[config.mk]
export PLATFORM = sky130hd
export DESIGN_NAME = double_ended_queue
export DESIGN_NICKNAME = d
export VERILOG_FILES = /design/src/rtl/dq_pkg.sv /design/src/rtl/double_ended_queue.sv
export VERILOG_INCLUDE_DIRS = /design/src /design/src/rtl
export SDC_FILE = /design/constraint.sdc
export NUM_CORES = 1
export LEC_CHECK = 0
export ABC_AREA = 1
export BUFFER_PORTS_ARGS = -buffer_cell sky130_fd_sc_hd__buf_2
export CAP_MARGIN = 20
export CORE_MARGIN = 2
export CORE_UTILIZATION = 40
export DETAILED_ROUTE_END_ITERATION = 12
export MAX_ROUTING_LAYER = met4
export SYNTH_ARGS = -nofsm -noshare
export SYNTH_HDL_FRONTEND = slang
export SYNTH_SLANG_ARGS = --single-unit
[constraint.sdc]
create_clock -name clk_i -period 3.9 [get_ports clk_i]
set_input_delay 0.195 -clock clk_i [delete_from_list [all_inputs] [get_ports clk_i]]
set_output_delay 0.195 -clock clk_i [all_outputs]
set_load 0.05 [all_outputs]
[src/rtl/double_ended_queue_assert.svh]
// ----------------------------------------------------------------------------
// Double-ended queue assertion macros
// Clocked assertion wrappers used by the queue RTL; empty in synthesis.
// ----------------------------------------------------------------------------
`ifndef DOUBLE_ENDED_QUEUE_ASSERT_SVH
`define DOUBLE_ENDED_QUEUE_ASSERT_SVH

`ifndef SYNTHESIS

// Checked on every rising edge outside of reset.
`define DQ_ASSERT(lbl, prop, msg) \
  lbl: assert property (@(posedge clk_i) disable iff (!rst_ni) prop) else $error(msg);

// Checked on every rising edge, reset included.
`define DQ_ASSERT_ALWAYS(lbl, prop, msg) \
  lbl: assert property (@(posedge clk_i) prop) else $error(msg);

`else

`define DQ_ASSERT(lbl, prop, msg)
`define DQ_ASSERT_ALWAYS(lbl, prop, msg)

`endif

`endif

[src/rtl/dq_pkg.sv]
// ----------------------------------------------------------------------------
// Double-ended queue package
// Command and status codes, port widths and parameter defaults.
// ----------------------------------------------------------------------------
package dq_pkg;

  localparam int unsigned DEPTH_DEF      = 16;
  localparam int unsigned DATA_WIDTH_DEF = 32;

  localparam int unsigned FUNC_W   = 3;
  localparam int unsigned WORD_W   = 32;
  localparam int unsigned STATUS_W = 2;
  localparam int unsigned COUNT_W  = 5;

  typedef enum logic [FUNC_W-1:0] {
    FUNC_PUSH_FRONT = 3'd0,
    FUNC_PUSH_BACK  = 3'd1,
    FUNC_POP_FRONT  = 3'd2,
    FUNC_POP_BACK   = 3'd3,
    FUNC_REVERSE    = 3'd4
  } func_e;

  typedef enum logic [STATUS_W-1:0] {
    STATUS_OK    = 2'd0,
    STATUS_EMPTY = 2'd1,
    STATUS_FULL  = 2'd2
  } status_e;

endpackage

[src/rtl/double_ended_queue.sv]
// ----------------------------------------------------------------------------
// Double-ended queue
// Bounded deque of words held in a ring memory with a direction flag.
// ----------------------------------------------------------------------------
// Each accepted command runs through the states ST_READ and ST_RESP. In the
// cycle of the accept the pointers, count and direction flag are updated and a
// pushed word is written to the ring memory, while the word to be popped is
// read. In ST_READ both physical ends of the ring are read through the
// memory's two read ports. The result then appears on the result ports for
// exactly one cycle with done_o high, in ST_RESP, and a new command may be
// accepted in that same cycle. busy is high only during the end-read cycle.
// Results cannot be held off by the receiver. Reversal moves no data; it
// flips which physical end counts as the front.
// ----------------------------------------------------------------------------
`include "double_ended_queue_assert.svh"

module double_ended_queue #(
  parameter int unsigned DEPTH      = dq_pkg::DEPTH_DEF,
  parameter int unsigned DATA_WIDTH = dq_pkg::DATA_WIDTH_DEF
) (
  input  logic                        clk_i,
  input  logic                        rst_ni,
  input  logic                        start,
  output logic                        busy,
  input  logic [dq_pkg::FUNC_W-1:0]   func_i,
  input  logic [dq_pkg::WORD_W-1:0]   data_in_i,
  output logic                        done_o,
  output logic [dq_pkg::STATUS_W-1:0] status_o,
  output logic [dq_pkg::WORD_W-1:0]   data_out_o,
  output logic [dq_pkg::COUNT_W-1:0]  count_o,
  output logic [dq_pkg::WORD_W-1:0]   front_value_o,
  output logic [dq_pkg::WORD_W-1:0]   back_value_o
);

  import dq_pkg::*;

  localparam int unsigned AW = (DEPTH > 1) ? $clog2(DEPTH) : 1;
  localparam int unsigned CW = $clog2(DEPTH + 1);
  localparam int unsigned SW = $clog2(2 * DEPTH);

  localparam logic [1:0] ST_IDLE = 2'd0;
  localparam logic [1:0] ST_READ = 2'd1;
  localparam logic [1:0] ST_RESP = 2'd2;

  logic [1:0]            state_q, state_d;
  logic [AW-1:0]         head_q, head_d;
  logic [CW-1:0]         count_q, count_d;
  logic                  rev_q, rev_d;
  status_e               status_q, status_d;
  logic                  pop_q, pop_d;
  logic [WORD_W-1:0]     data_out_q;

  logic                  accept;
  logic                  toward_low;
  logic                  we;
  logic [AW-1:0]         wr_addr;
  logic [AW-1:0]         pop_addr;
  logic [AW-1:0]         rd_a_addr, rd_b_addr;
  logic [DATA_WIDTH-1:0] rd_a_q, rd_b_q;
  logic [DATA_WIDTH-1:0] word;

  logic [AW-1:0]         head_inc, head_dec, tail_pos, high_pos;
  logic [SW-1:0]         sum_tail, sum_high;

  logic [DATA_WIDTH-1:0] mem [DEPTH];

  assign accept = start && !busy;
  assign busy   = (state_q == ST_READ);
  assign word   = DATA_WIDTH'(data_in_i);

  assign head_inc = (head_q == AW'(DEPTH - 1)) ? '0 : head_q + 1'b1;
  assign head_dec = (head_q == '0) ? AW'(DEPTH - 1) : head_q - 1'b1;

  assign sum_tail = SW'(head_q) + SW'(count_q);
  assign tail_pos = (sum_tail >= SW'(DEPTH)) ? AW'(sum_tail - SW'(DEPTH)) : AW'(sum_tail);
  assign sum_high = sum_tail - 1'b1;
  assign high_pos = (count_q == '0)           ? head_q :
                    (sum_high >= SW'(DEPTH))  ? AW'(sum_high - SW'(DEPTH)) :
                                                AW'(sum_high);

  assign toward_low = (func_i inside {FUNC_PUSH_FRONT, FUNC_POP_FRONT}) ? !rev_q : rev_q;

  always_comb begin
    head_d   = head_q;
    count_d  = count_q;
    rev_d    = rev_q;
    status_d = STATUS_OK;
    pop_d    = 1'b0;
    we       = 1'b0;
    wr_addr  = tail_pos;
    pop_addr = head_q;
    case (func_i)
      FUNC_PUSH_FRONT, FUNC_PUSH_BACK: begin
        if (count_q == CW'(DEPTH)) begin
          status_d = STATUS_FULL;
        end else begin
          we      = accept;
          count_d = count_q + 1'b1;
          if (toward_low) begin
            head_d  = head_dec;
            wr_addr = head_dec;
          end
        end
      end
      FUNC_POP_FRONT, FUNC_POP_BACK: begin
        if (count_q == '0) begin
          status_d = STATUS_EMPTY;
        end else begin
          pop_d   = 1'b1;
          count_d = count_q - 1'b1;
          if (toward_low) begin
            head_d = head_inc;
          end else begin
            pop_addr = high_pos;
          end
        end
      end
      FUNC_REVERSE: begin
        if (count_q == '0) begin
          status_d = STATUS_EMPTY;
        end else begin
          rev_d = !rev_q;
        end
      end
      default: begin
      end
    endcase
  end

  always_comb begin
    state_d = state_q;
    if (accept) begin
      state_d = ST_READ;
    end else if (state_q == ST_READ) begin
      state_d = ST_RESP;
    end else if (state_q == ST_RESP) begin
      state_d = ST_IDLE;
    end
  end

  always_ff @(posedge clk_i or negedge rst_ni) begin
    if (!rst_ni) begin
      state_q  <= ST_IDLE;
      head_q   <= '0;
      count_q  <= '0;
      rev_q    <= 1'b0;
      status_q <= STATUS_OK;
      pop_q    <= 1'b0;
    end else begin
      state_q <= state_d;
      if (accept) begin
        head_q   <= head_d;
        count_q  <= count_d;
        rev_q    <= rev_d;
        status_q <= status_d;
        pop_q    <= pop_d;
      end
    end
  end

  always_ff @(posedge clk_i) begin
    if (state_q == ST_READ) begin
      data_out_q <= pop_q ? WORD_W'(rd_a_q) : '0;
    end
  end

  // The accept cycle reads the word to be popped; the next cycle reads both ends.
  assign rd_a_addr = accept ? pop_addr : head_q;
  assign rd_b_addr = high_pos;

  always_ff @(posedge clk_i) begin
    if (we) begin
      mem[wr_addr] <= word;
    end
  end

  always_ff @(posedge clk_i) begin
    rd_a_q <= mem[rd_a_addr];
    rd_b_q <= mem[rd_b_addr];
  end

  assign done_o        = (state_q == ST_RESP);
  assign status_o      = status_q;
  assign data_out_o    = data_out_q;
  assign count_o       = COUNT_W'(count_q);
  assign front_value_o = (count_q == '0) ? '0 : WORD_W'(rev_q ? rd_b_q : rd_a_q);
  assign back_value_o  = (count_q == '0) ? '0 : WORD_W'(rev_q ? rd_a_q : rd_b_q);

  `DQ_ASSERT(a_count_bound, count_q <= CW'(DEPTH), "count exceeds depth")
  `DQ_ASSERT(a_accept_done, accept |-> ##2 done_o, "result not delivered two cycles after accept")
  `DQ_ASSERT(a_full_status, (done_o && status_q == STATUS_FULL) |-> (count_q == CW'(DEPTH)), "full reported with free space")
  `DQ_ASSERT(a_single_word, (done_o && count_q == CW'(1)) |-> (front_value_o == back_value_o), "ends differ with one word held")

endmodule
==> qor.yml <==
timing.final.crit_period_ps: 3328
final_net_count: 3801
fp.coreArea_mm2: 0.07913
max_slew_margin_pct: 22.79
setup-violations-final: 0
grt_setup_unrepaired: "false"
drc: 0
clock_latency_ps: 620
detail_route.vias_per_cell: 5.358
mostFrequentLayoutCell: "sky130_fd_sc_hd__nand2_1"
clock-sinks: 623
rows: 103
synth_async_sr_flop_share_pct: 2.408
design.portCount: 143
netlist_area_mm2: 0.03200
synthesis.instances: 3658
area_grow_syn2layout_pct: 14.61
synthDistinctLibCells: 33
drive_above_1_share_pct: 9.698
hpwl_um: 58050
seq_area_frac_synth_pct: 56.23
setup-tns-final_ps: 0
placement.io_buffers: 142
floorplan.die.width_um: 286.8
hp-class: "primary input to async pin"
synth_edf_count: 544
detail_route.iter0.violations: 2604
die_y_um: 286.8
die-area_mm2: 0.08227
clock-root-buffer: "sky130_fd_sc_hd__clkbuf_16"
numCtsBuffers: 70
tritoncts: "built"
path_class: "flop to flop"
cp.arrival_ps: 3560
postSynth.topFlopCell: "sky130_fd_sc_hd__edfxtp_1"
max_freq_mhz: 300.5
path_clk_slew_ps: 70
yosysWarningCount: 0
skew_ps: 26.60
clk_path_buf_depth: 3
first_global_vias: 24346
worst_path_max_fanout: 25
start_util_pct: 40.44
wire_per_inst_um: 21.34
firstDrtPassIters: 8
antenna_left: 0
mappedNetlistNets: 3710
yosys_register_bits: 623
worst-r2r-cell-count: 10
post-cts-setup-buffers: 0
routability_cong: 0.8684
most-common-layout-cells: "sky130_fd_sc_hd__nand2_1, sky130_fd_sc_hd__nand3_1, sky130_fd_sc_hd__inv_1, sky130_fd_sc_hd__edfxtp_1, sky130_fd_sc_hd__o211ai_1"
detailroute.via_count: 26034
cts_max_level: 3
globalRouteTotalUtil_pct: 25.87
worst_pin_slew_ps: 1158
worst_setup_path_start_kind: "flop"
critPathRequiredTime_ps: 4130
report.final.hold_viol_count: 0
globalRouteOverflowTotal: 0
drt_wl_total_um: 103700
max_cap_viol_count: 0
outcome: "complete, no violations"
postSynthAreaPerCell_um2: 8.747
critPathCaptureType: "flop"
period_share_pct: 85.32
maximum_number_of_pins_on_one_net_before_global_route_repair: 217
grt_antenna_before_repair: 5
first_pass_grt_wire_length_um: 154900
final_slew_viol_count: 0
metrics by stage:
stage,worst slack (ps),std cells,util (%),hold WS [ps],instance area (um2)
2_1_floorplan,229.6,3658,-,-100.6,32000
3_3_place_gp,698.7,4691,43.01,133.8,34030
3_5_place_dp,694.3,4691,43.01,136.2,34030
4_1_cts,602.4,4855,46.33,10.57,36660
5_1_grt,412.9,4859,46.35,47.94,36670
6_report,572.4,4859,46.35,21.42,36670
final timing paths:
check,start,slack (ps),endpoint
setup reg to reg,head_q[0]$_DFFE_PN0P_,570,mem[11][19]$_DFFE_PP_
max in group asynchronous,rst_ni,3560,rev_q$_DFFE_PN0P_
min in group clk_i,data_in_i[1],50,mem[11][1]$_DFFE_PP_
hold / removal,rst_ni,20,count_o[4]$_DFFE_PN0P_
hold reg to reg,status_o[0]$_DFFE_PN0P_,480,status_o[0]$_DFFE_PN0P_
setup / recovery,head_q[0]$_DFFE_PN0P_,570,mem[11][19]$_DFFE_PP_
area by class of cell:
type                            count  area, um2
Sequential cell                   623      17990
Inverter                          677       2544
Fill cell                        7478      42460
Tap cell                         1050       1314
Clock inverter                     37      334.1
Timing Repair Buffer              256       2057
Multi-Input combinational cell   2121      10490
Clock buffer                       91       1934
Antenna cell                        4      10.01
critical path, cell delays in order (launching register included):
cell                      delay [ps]
sky130_fd_sc_hd__dfrtp_1         490
sky130_fd_sc_hd__ha_1            270
sky130_fd_sc_hd__fa_1            390
sky130_fd_sc_hd__nand2_1          80
sky130_fd_sc_hd__nand2_1         100
sky130_fd_sc_hd__nand2_1         110
sky130_fd_sc_hd__o21ai_0         180
sky130_fd_sc_hd__inv_1           120
sky130_fd_sc_hd__nand2_1         230
sky130_fd_sc_hd__nor2_4          400
sky130_fd_sc_hd__buf_4           580
sequential cells by signal (all words and copies together), names as in the netlist:
signal and count:
count_o 5, data_out_o 32, head_q 4, mem 512, pop_q 1, rd_a_q 32
rd_b_q 32, rev_q 1, state_q 2, status_o 2
cells in the mapped netlist (3+ instances only):
library cell | count | share of area (%)
sky130_fd_sc_hd__inv_2 | 3 | 0.035
sky130_fd_sc_hd__buf_4 | 12 | 0.28
sky130_fd_sc_hd__inv_1 | 673 | 7.9
sky130_fd_sc_hd__nand2_1 | 978 | 11
sky130_fd_sc_hd__buf_2 | 97 | 1.5
sky130_fd_sc_hd__ha_1 | 12 | 0.47
sky130_fd_sc_hd__a21oi_1 | 5 | 0.078
sky130_fd_sc_hd__dfxtp_1 | 64 | 4.0
sky130_fd_sc_hd__o21ai_1 | 6 | 0.094
sky130_fd_sc_hd__buf_6 | 24 | 0.84
sky130_fd_sc_hd__edfxtp_1 | 544 | 51
sky130_fd_sc_hd__nor2_1 | 31 | 0.36
sky130_fd_sc_hd__dfrtp_1 | 15 | 1.2
sky130_fd_sc_hd__o21ai_0 | 79 | 1.2
sky130_fd_sc_hd__clkbuf_1 | 92 | 1.1
sky130_fd_sc_hd__nand3_1 | 719 | 11
sky130_fd_sc_hd__o211ai_1 | 257 | 6.0
sky130_fd_sc_hd__nand2_2 | 5 | 0.098
sky130_fd_sc_hd__nand2_4 | 3 | 0.11
sky130_fd_sc_hd__o21ai_2 | 3 | 0.082
sky130_fd_sc_hd__xor2_1 | 10 | 0.27
sky130_fd_sc_hd__buf_1 | 12 | 0.14
cells by family after synthesis:
family	Yosys count	synth area share, %
fa+ha+maj	14	0.5944
simple gates	1745	23.52
buf+inv	914	11.81
compound gates	351	7.543
flops	623	56.23
xor+xnor	11	0.3011
routing by layer:
| layer | vias to the layer above | global-route usage, % | share of wire [%] |
|---|---|---|---|
| met4 | 0 | 8.958 | 3.0 |
| met1 | 12279 | 35.17 | 43 |
| met2 | 1272 | 39.21 | 45 |
| met5 | - | - | 0 |
| li1 | 12272 | - | - |
| met3 | 211 | 4.365 | 9.7 |
repair_timing:
action                     in CTS  in global routing
hold endpoints to repair      488                  0
hold buffers                   36                  0
setup endpoints to repair       0                  0
gates resized for setup         0                  0
Power is not shown: default switching activity piles up to over one toggle a cycle in this logic, so the estimate is an artifact.
